## src/hdl/aepsc_pkg.sv

```systemverilog
// shared constants and types for the array even/prime/sorted checker
package aepsc_pkg;

    localparam int VALUE_BITS = 16;
    localparam int CNT_W      = $clog2(VALUE_BITS);
    localparam logic [CNT_W-1:0] LAST_STEP = CNT_W'(VALUE_BITS - 1);

    typedef enum logic [1:0] {
        ST_IDLE,
        ST_CHECK,
        ST_DIV,
        ST_DONE
    } state_t;

endpackage

```

## src/hdl/aepsc_elem_if.sv

```systemverilog
// valid/ready channel that carries one array element
interface aepsc_elem_if import aepsc_pkg::*; ();
    logic                         valid;
    logic                         ready;
    logic signed [VALUE_BITS-1:0] value;
    logic                         last;

    modport source (output valid, output value, output last, input ready);
    modport sink   (input valid, input value, input last, output ready);
endinterface

```

## src/hdl/aepsc_flags_if.sv

```systemverilog
// valid/ready channel that carries the three array flags
interface aepsc_flags_if import aepsc_pkg::*; ();
    logic valid;
    logic ready;
    logic all_even;
    logic all_prime;
    logic nondecreasing;

    modport source (output valid, output all_even, output all_prime, output nondecreasing,
                    input ready);
    modport sink   (input valid, input all_even, input all_prime, input nondecreasing,
                    output ready);
endinterface

```

## src/hdl/array_even_prime_sorted_check.sv

```systemverilog
// array checker: all even, all prime (trial division), nondecreasing
//
//  channel | role   | payload                              | transaction
//  --------+--------+--------------------------------------+---------------------------
//  elem    | sink   | value (signed), last                 | one array element
//  flags   | source | all_even, all_prime, nondecreasing   | one result per last element
//
// per element: one check step per trial divisor plus VALUE_BITS steps of the
// bit-serial remainder unit per divisor (179 divisors for the largest 16-bit prime);
// elements < 2 or after a non-prime skip the division.
// reset sets the running flags and clears the sequencer, no clearing pass.
// a pending result does not block the next element; a last element whose result
// cannot be loaded waits in the done state until flags.ready frees the slot.
module array_even_prime_sorted_check import aepsc_pkg::*; (
    input  logic          clk,
    input  logic          rst_n,
    aepsc_elem_if.sink    elem,
    aepsc_flags_if.source flags
);

    state_t state_reg, state_next;

    logic                         even_reg, even_next;
    logic                         prime_reg, prime_next;
    logic                         sorted_reg, sorted_next;
    logic                         first_reg, first_next;
    logic signed [VALUE_BITS-1:0] prev_reg, prev_next;
    logic                         last_reg, last_next;

    logic [VALUE_BITS-1:0] n_reg, n_next;
    logic [VALUE_BITS-1:0] div_reg, div_next;
    logic [VALUE_BITS:0]   sq_reg, sq_next;
    logic [VALUE_BITS-1:0] rem_reg, rem_next;
    logic [VALUE_BITS-1:0] sh_reg, sh_next;
    logic [CNT_W-1:0]      cnt_reg, cnt_next;

    logic out_valid_reg, out_valid_next;
    logic out_even_reg, out_even_next;
    logic out_prime_reg, out_prime_next;
    logic out_sorted_reg, out_sorted_next;

    logic                  accept;
    logic                  load_out;
    logic [VALUE_BITS:0]   trial;
    logic [VALUE_BITS:0]   trial_sub;
    logic [VALUE_BITS-1:0] rem_step;

    assign elem.ready          = (state_reg == ST_IDLE);
    assign accept              = elem.valid && elem.ready;
    assign flags.valid         = out_valid_reg;
    assign flags.all_even      = out_even_reg;
    assign flags.all_prime     = out_prime_reg;
    assign flags.nondecreasing = out_sorted_reg;

    // one restoring step of the remainder unit
    assign trial     = {rem_reg, sh_reg[VALUE_BITS-1]};
    assign trial_sub = trial - {1'b0, div_reg};
    assign rem_step  = (trial >= {1'b0, div_reg}) ? trial_sub[VALUE_BITS-1:0]
                                                  : trial[VALUE_BITS-1:0];

    always_ff @(posedge clk or negedge rst_n)
    begin
        if (!rst_n)
        begin
            state_reg     <= ST_IDLE;
            even_reg      <= 1'b1;
            prime_reg     <= 1'b1;
            sorted_reg    <= 1'b1;
            first_reg     <= 1'b1;
            prev_reg      <= '0;
            last_reg      <= 1'b0;
            cnt_reg       <= '0;
            out_valid_reg <= 1'b0;
        end
        else
        begin
            state_reg     <= state_next;
            even_reg      <= even_next;
            prime_reg     <= prime_next;
            sorted_reg    <= sorted_next;
            first_reg     <= first_next;
            prev_reg      <= prev_next;
            last_reg      <= last_next;
            cnt_reg       <= cnt_next;
            out_valid_reg <= out_valid_next;
        end
    end

    always_ff @(posedge clk)
    begin
        n_reg          <= n_next;
        div_reg        <= div_next;
        sq_reg         <= sq_next;
        rem_reg        <= rem_next;
        sh_reg         <= sh_next;
        out_even_reg   <= out_even_next;
        out_prime_reg  <= out_prime_next;
        out_sorted_reg <= out_sorted_next;
    end

    always_comb
    begin
        state_next      = state_reg;
        even_next       = even_reg;
        prime_next      = prime_reg;
        sorted_next     = sorted_reg;
        first_next      = first_reg;
        prev_next       = prev_reg;
        last_next       = last_reg;
        n_next          = n_reg;
        div_next        = div_reg;
        sq_next         = sq_reg;
        rem_next        = rem_reg;
        sh_next         = sh_reg;
        cnt_next        = cnt_reg;
        out_valid_next  = out_valid_reg;
        out_even_next   = out_even_reg;
        out_prime_next  = out_prime_reg;
        out_sorted_next = out_sorted_reg;
        load_out        = 1'b0;

        if (flags.valid && flags.ready)
        begin
            out_valid_next = 1'b0;
        end

        unique case (state_reg)
            ST_IDLE:
            begin
                if (accept)
                begin
                    last_next  = elem.last;
                    n_next     = elem.value;
                    prev_next  = elem.value;
                    first_next = 1'b0;
                    if (elem.value[0])
                    begin
                        even_next = 1'b0;
                    end
                    if (!first_reg && (elem.value < prev_reg))
                    begin
                        sorted_next = 1'b0;
                    end
                    // negatives, zero and one are never prime
                    if (!prime_reg || (elem.value < $signed(VALUE_BITS'(2))))
                    begin
                        prime_next = 1'b0;
                        state_next = ST_DONE;
                    end
                    else
                    begin
                        div_next   = VALUE_BITS'(2);
                        sq_next    = (VALUE_BITS + 1)'(4);
                        state_next = ST_CHECK;
                    end
                end
            end
            ST_CHECK:
            begin
                if (sq_reg > {1'b0, n_reg})
                begin
                    state_next = ST_DONE;
                end
                else
                begin
                    rem_next   = '0;
                    sh_next    = n_reg;
                    cnt_next   = '0;
                    state_next = ST_DIV;
                end
            end
            ST_DIV:
            begin
                rem_next = rem_step;
                sh_next  = {sh_reg[VALUE_BITS-2:0], 1'b0};
                cnt_next = cnt_reg + 1'b1;
                if (cnt_reg == LAST_STEP)
                begin
                    if (rem_step == '0)
                    begin
                        prime_next = 1'b0;
                        state_next = ST_DONE;
                    end
                    else
                    begin
                        // (d+1)^2 = d^2 + 2d + 1
                        sq_next    = sq_reg + {div_reg, 1'b0} + (VALUE_BITS + 1)'(1);
                        div_next   = div_reg + 1'b1;
                        state_next = ST_CHECK;
                    end
                end
            end
            ST_DONE:
            begin
                if (!last_reg)
                begin
                    state_next = ST_IDLE;
                end
                else if (!flags.valid || flags.ready)
                begin
                    load_out        = 1'b1;
                    out_valid_next  = 1'b1;
                    out_even_next   = even_reg;
                    out_prime_next  = prime_reg;
                    out_sorted_next = sorted_reg;
                    even_next       = 1'b1;
                    prime_next      = 1'b1;
                    sorted_next     = 1'b1;
                    first_next      = 1'b1;
                    prev_next       = '0;
                    last_next       = 1'b0;
                    state_next      = ST_IDLE;
                end
            end
            default:
            begin
                state_next = ST_IDLE;
            end
        endcase
    end

    // remainder stays below the trial divisor throughout the serial division
    assert property (@(posedge clk) disable iff (!rst_n)
        state_reg == ST_DIV |-> (div_reg >= VALUE_BITS'(2)) && (rem_reg < div_reg))
    else $error("remainder unit out of range");

    // a new result only comes from the done state of a last element
    assert property (@(posedge clk) disable iff (!rst_n)
        $rose(out_valid_reg) |-> $past(state_reg == ST_DONE && last_reg))
    else $error("result raised outside done state");

    // after a result is loaded the running flags start a new array
    assert property (@(posedge clk) disable iff (!rst_n)
        load_out |=> even_reg && prime_reg && sorted_reg && first_reg && !last_reg)
    else $error("array state not cleared after result");

    // a pending result is never overwritten
    assert property (@(posedge clk) disable iff (!rst_n)
        load_out |-> !out_valid_reg || flags.ready)
    else $error("result overwritten while pending");

endmodule
```

## src/flat_wrapper.sv

```systemverilog
// flat-port wrapper written by rule: the top's interface ports become plain ports
module array_even_prime_sorted_check_flat import aepsc_pkg::*;
  (clk, rst_n, elem_valid, elem_value, elem_last, elem_ready, flags_valid, flags_all_even, flags_all_prime, flags_nondecreasing, flags_ready);
  aepsc_elem_if elem_i ();
  aepsc_flags_if flags_i ();
  input  logic clk;
  input  logic rst_n;
  input wire logic [$bits(elem_i.valid)-1:0] elem_valid;
  input wire logic [$bits(elem_i.value)-1:0] elem_value;
  input wire logic [$bits(elem_i.last)-1:0] elem_last;
  output wire logic [$bits(elem_i.ready)-1:0] elem_ready;
  output wire logic [$bits(flags_i.valid)-1:0] flags_valid;
  output wire logic [$bits(flags_i.all_even)-1:0] flags_all_even;
  output wire logic [$bits(flags_i.all_prime)-1:0] flags_all_prime;
  output wire logic [$bits(flags_i.nondecreasing)-1:0] flags_nondecreasing;
  input wire logic [$bits(flags_i.ready)-1:0] flags_ready;
  assign elem_i.valid = elem_valid;
  assign elem_i.value = elem_value;
  assign elem_i.last = elem_last;
  assign elem_ready = elem_i.ready;
  assign flags_valid = flags_i.valid;
  assign flags_all_even = flags_i.all_even;
  assign flags_all_prime = flags_i.all_prime;
  assign flags_nondecreasing = flags_i.nondecreasing;
  assign flags_i.ready = flags_ready;
  array_even_prime_sorted_check u_core (.clk(clk), .rst_n(rst_n), .elem(elem_i), .flags(flags_i));
endmodule
```

## config.mk

```make
export PLATFORM = sky130hd
export DESIGN_NAME = array_even_prime_sorted_check_flat
export DESIGN_NICKNAME = d
export VERILOG_FILES = /design/src/hdl/aepsc_pkg.sv /design/src/hdl/aepsc_elem_if.sv /design/src/hdl/aepsc_flags_if.sv /design/src/hdl/array_even_prime_sorted_check.sv /design/src/flat_wrapper.sv
export SDC_FILE = /design/constraint.sdc
export NUM_CORES = 1
export LEC_CHECK = 0
export ABC_AREA = 1
export BUFFER_PORTS_ARGS = -buffer_cell sky130_fd_sc_hd__buf_4
export CORE_UTILIZATION = 30
export CTS_BUF_LIST = sky130_fd_sc_hd__clkbuf_16
export CTS_CLUSTER_DIAMETER = 80
export DETAILED_ROUTE_END_ITERATION = 6
export GPL_ROUTABILITY_DRIVEN = 0
export SYNTH_ARGS = -nofsm -noshare
export SYNTH_HDL_FRONTEND = slang
export SYNTH_SLANG_ARGS = --single-unit
```

## constraint.sdc

```tcl
create_clock -name clk -period 5.1 [get_ports clk]
set_clock_uncertainty 0.2 [all_clocks]
set_input_delay 0.51 -clock clk [delete_from_list [all_inputs] [get_ports clk]]
set_output_delay 0.51 -clock clk [all_outputs]
set_load 0.02 [all_outputs]
```

==> flow_results.xml <==
<?xml version="1.0" encoding="UTF-8"?>
<metrics>
  <group name="status">
    <metric name="outcome" unit="">completed</metric>
  </group>
  <group name="clock_network">
    <metric name="clk_transition_reported_paths" unit="ns">0.08</metric>
    <metric name="cts_resized" unit="">0</metric>
    <metric name="cts_tree" unit="">yes</metric>
    <metric name="clock-root-buffer" unit="">sky130_fd_sc_hd__clkbuf_16</metric>
    <metric name="cts-hold-fix-buffers" unit="">1</metric>
    <metric name="clk_latency" unit="ns">0.36</metric>
    <metric name="max-clock-path-buffers" unit="">2</metric>
    <metric name="post_cts_buffers" unit="">0</metric>
    <metric name="htree_levels" unit="">3</metric>
    <metric name="cts_inserted_buffers" unit="">9</metric>
    <metric name="clock-sinks" unit="">112</metric>
  </group>
  <group name="yosys">
    <metric name="synth_seq_cells" unit="">112</metric>
    <metric name="postSynth.asyncResetShare" unit="%">25.0</metric>
    <metric name="syn-instance-count" unit="">883</metric>
    <metric name="ys.warnings.count" unit="">0</metric>
    <metric name="synth.net_count" unit="">970</metric>
    <metric name="ys.flop_type" unit="">sky130_fd_sc_hd__edfxtp_1</metric>
    <metric name="yosysSeqAreaShare" unit="%">44.1</metric>
    <metric name="syn_avg_cell_area" unit="sq um">8.29</metric>
    <metric name="synth.cell_area" unit="sq um">7320</metric>
    <metric name="synth.distinct_cells" unit="">43</metric>
    <metric name="synth_edf_count" unit="">84</metric>
  </group>
  <group name="timing">
    <metric name="finalHoldViolations" unit="">0</metric>
    <metric name="timing.slew.headroom" unit="%">49.3</metric>
    <metric name="timing.final.setup_violations" unit="">0</metric>
    <metric name="tightest_slew" unit="ns">0.758</metric>
    <metric name="timing.final.crit_share" unit="%">72.3</metric>
    <metric name="timing.fmax" unit="MHz">271</metric>
    <metric name="count_of_final_max_slew_check_failures" unit="">0</metric>
    <metric name="post_layout_minimum_cycle_time" unit="ns">3.69</metric>
    <metric name="fin_tns_setup" unit="ns">0</metric>
    <metric name="rsz_0062_raised_after_global_routing" unit="">false</metric>
  </group>
  <group name="floorplan">
    <metric name="die_height" unit="microns">158</metric>
    <metric name="num_rows" unit="">56</metric>
    <metric name="initial_core_util" unit="%">30.9</metric>
    <metric name="floorplan.die_area" unit="sq um">25000</metric>
    <metric name="design.portCount" unit="">26</metric>
    <metric name="coreArea" unit="sq um">23700</metric>
    <metric name="die_w" unit="microns">158</metric>
  </group>
  <group name="worst_hold_path">
    <metric name="hold_depth" unit="">1</metric>
    <metric name="hold_path_class" unit="">in -&gt; reg</metric>
  </group>
  <group name="routing">
    <metric name="vias_per_cell" unit="">4.71</metric>
    <metric name="avgRoutedWirePerCell" unit="microns">13.1</metric>
    <metric name="drcViolationCount" unit="">0</metric>
    <metric name="route.antenna.remaining_nets" unit="">0</metric>
    <metric name="drt_first_iter_violations" unit="">526</metric>
    <metric name="drtPass1Iterations" unit="">5</metric>
    <metric name="wirelength" unit="microns">16200</metric>
    <metric name="num_vias" unit="">5818</metric>
  </group>
  <group name="grt">
    <metric name="grt_busiest_layer" unit="">met2</metric>
    <metric name="maximum_number_of_pins_on_one_net_before_global_route_repair" unit="">63</metric>
    <metric name="grt_use_met1" unit="%">19.5</metric>
    <metric name="first_global_vias" unit="">5490</metric>
    <metric name="grt_pass1_wl" unit="microns">26900</metric>
    <metric name="antenna_found_initial" unit="">0</metric>
    <metric name="grt_util_all_layers" unit="%">13.6</metric>
    <metric name="grt_use_met2" unit="%">21.5</metric>
    <metric name="grt_overflow_total" unit="">0</metric>
    <metric name="groute.layer.met3.usage" unit="%">1.48</metric>
  </group>
  <group name="worst_setup_path">
    <metric name="required" unit="ns">4.90</metric>
    <metric name="timing.critical_path.to_type" unit="">flip-flop</metric>
    <metric name="critical_path.max_fanout" unit="">33</metric>
    <metric name="worst-r2r-cell-count" unit="">18</metric>
    <metric name="timing_worst_setup_path_type" unit="">reg -&gt; reg</metric>
    <metric name="setup.worst_path.start_class" unit="">flip-flop</metric>
    <metric name="endpoint_arrival_time_on_the_critical_path" unit="ns">3.49</metric>
  </group>
  <group name="placement">
    <metric name="placement.io_buffers" unit="">25</metric>
    <metric name="final_hpwl_from_detailed_placement" unit="microns">12200</metric>
  </group>
  <group name="layout">
    <metric name="largest_register_ff_count" unit="">17</metric>
    <metric name="finalNetCount" unit="">997</metric>
    <metric name="drive_above_1_share" unit="%">9.84</metric>
    <metric name="syn_to_final_growth" unit="%">11.6</metric>
    <metric name="ant_diodes" unit="">0</metric>
  </group>
  <group name="flow_run">
    <metric name="max_cap_viols" unit="">0</metric>
  </group>
</metrics>
cell families (layout without fill, tap and decap cells):
logic type,count (synthesis),in the layout,share of synthesized area (%)
and+or+nand+nor,378,378,23.2
AOI/OAI and AO/OA,168,168,12.1
buffers and inverters,150,182,8.01
DFF,112,112,44.1
adders and majority gates,66,66,11.5
xor gates and xnor gates,9,9,1.08
placed cells by master (no fill, tap or decap), types with 2 or more instances in the layout:
master / Yosys / final
sky130_fd_sc_hd__edfxtp_1: 84 / 84
sky130_fd_sc_hd__o211ai_1: 2 / 2
sky130_fd_sc_hd__ha_1: 64 / 64
sky130_fd_sc_hd__fa_1: 2 / 2
sky130_fd_sc_hd__inv_2: 5 / 6
sky130_fd_sc_hd__o21ai_0: 74 / 74
sky130_fd_sc_hd__buf_4: 0 / 30
sky130_fd_sc_hd__inv_1: 128 / 128
sky130_fd_sc_hd__nor2_4: 2 / 3
sky130_fd_sc_hd__clkinv_1: 2 / 3
sky130_fd_sc_hd__xor2_1: 8 / 8
sky130_fd_sc_hd__nand3_1: 59 / 59
sky130_fd_sc_hd__o21a_1: 3 / 3
sky130_fd_sc_hd__nand2_2: 18 / 18
sky130_fd_sc_hd__nor2_1: 59 / 58
sky130_fd_sc_hd__nand4_1: 13 / 13
sky130_fd_sc_hd__nand2_4: 2 / 2
sky130_fd_sc_hd__nor3_1: 15 / 15
sky130_fd_sc_hd__a21o_1: 4 / 4
sky130_fd_sc_hd__dfrtp_1: 24 / 24
sky130_fd_sc_hd__nand2_1: 189 / 189
sky130_fd_sc_hd__clkbuf_16: 0 / 10
sky130_fd_sc_hd__nor2_2: 5 / 5
sky130_fd_sc_hd__a21oi_1: 77 / 77
sky130_fd_sc_hd__nor4_1: 6 / 6
sky130_fd_sc_hd__a31oi_1: 2 / 2
sky130_fd_sc_hd__nand3_2: 3 / 3
sky130_fd_sc_hd__dfstp_2: 4 / 4
final cells by class:
type	instances	area [sq um]
clock buffers	10	250
clock inverters	6	38.8
fillers	2551	15500
inverters	135	507
multi-input cells	621	3510
flip-flops and latches	112	3230
well taps	319	399
repair buffers	31	235
worst max-delay path, stage by stage (launching register included):
cell and delay [ns]:
sky130_fd_sc_hd__edfxtp_1 0.39, sky130_fd_sc_hd__inv_1 0.18, sky130_fd_sc_hd__ha_1 0.34, sky130_fd_sc_hd__nand2_2 0.09
sky130_fd_sc_hd__nand2_2 0.05, sky130_fd_sc_hd__nand2_1 0.06, sky130_fd_sc_hd__nand2_2 0.06, sky130_fd_sc_hd__nand2_2 0.06
sky130_fd_sc_hd__nand2_2 0.06, sky130_fd_sc_hd__nor2_4 0.41, sky130_fd_sc_hd__nand2_4 0.27, sky130_fd_sc_hd__o21ai_0 0.32
sky130_fd_sc_hd__nor2_1 0.07, sky130_fd_sc_hd__nand2_1 0.07, sky130_fd_sc_hd__nor2_2 0.04, sky130_fd_sc_hd__nand3_1 0.12
sky130_fd_sc_hd__nand4_1 0.09, sky130_fd_sc_hd__inv_1 0.06, sky130_fd_sc_hd__buf_4 0.38
metrics by stage:
step	cells	hold WS, ns	util (%)	cell area (sq um)	setup WS (ns)
after floorplan	883	0.0144	-	7320	1.87
after global placement	1217	0.255	33.2	7870	1.56
after detailed placement	1217	0.259	33.2	7870	1.42
after CTS	1234	0.138	34.5	8170	1.41
after global routing	1234	0.139	34.5	8170	1.04
final	1234	0.147	34.5	8170	1.41
final timing paths:
check                                                  from                          endpoint  slack (ns)
max reg2reg                u_core.div_reg[10]$_SDFFCE_PN0P_  u_core.div_reg[11]$_SDFFCE_PN0P_        1.41
max                        u_core.div_reg[10]$_SDFFCE_PN0P_  u_core.div_reg[11]$_SDFFCE_PN0P_        1.41
min reg2reg                   u_core.sorted_reg$_DFFE_PN1P_     u_core.sorted_reg$_DFFE_PN1P_        0.27
max in group asynchronous                             rst_n     u_core.sorted_reg$_DFFE_PN1P_        3.97
min in group asynchronous                             rst_n    u_core.prev_reg[4]$_DFFE_PN0P_        0.41
min                                           elem_value[0]         u_core.n_reg[0]$_DFFE_PP_        0.15
synthesized netlist by cell type (all sizes together) (2+ instances only):
cell    instances  area [sq um]
a31oi           2          12.5
edfxtp         84          2520
nor2           66           275
a21oi          78           394
clkinv          2          7.51
dfrtp          24           601
or2             2          12.5
dfstp           4           105
nand3b          2          18.8
nand2         209           845
o21ai          74           370
clkbuf         11          41.3
a21o            4          30.0
fa              2          40.0
xor2            8          70.1
nor3           16          91.3
ha             64           801
buf             4          38.8
o211ai          2          15.0
o21a            3          22.5
nand3          62           325
nand4          13          81.3
inv           133           499
nor4            6          37.5
routing by layer:
metal	vias up	part of all wire [%]
li1	3025	-
met1	2669	50
met2	111	45
met3	13	3.8
met4	0	1.1
met5	-	0
Power is not shown: default switching activity piles up to over one toggle a cycle in this logic, so the estimate is an artifact.
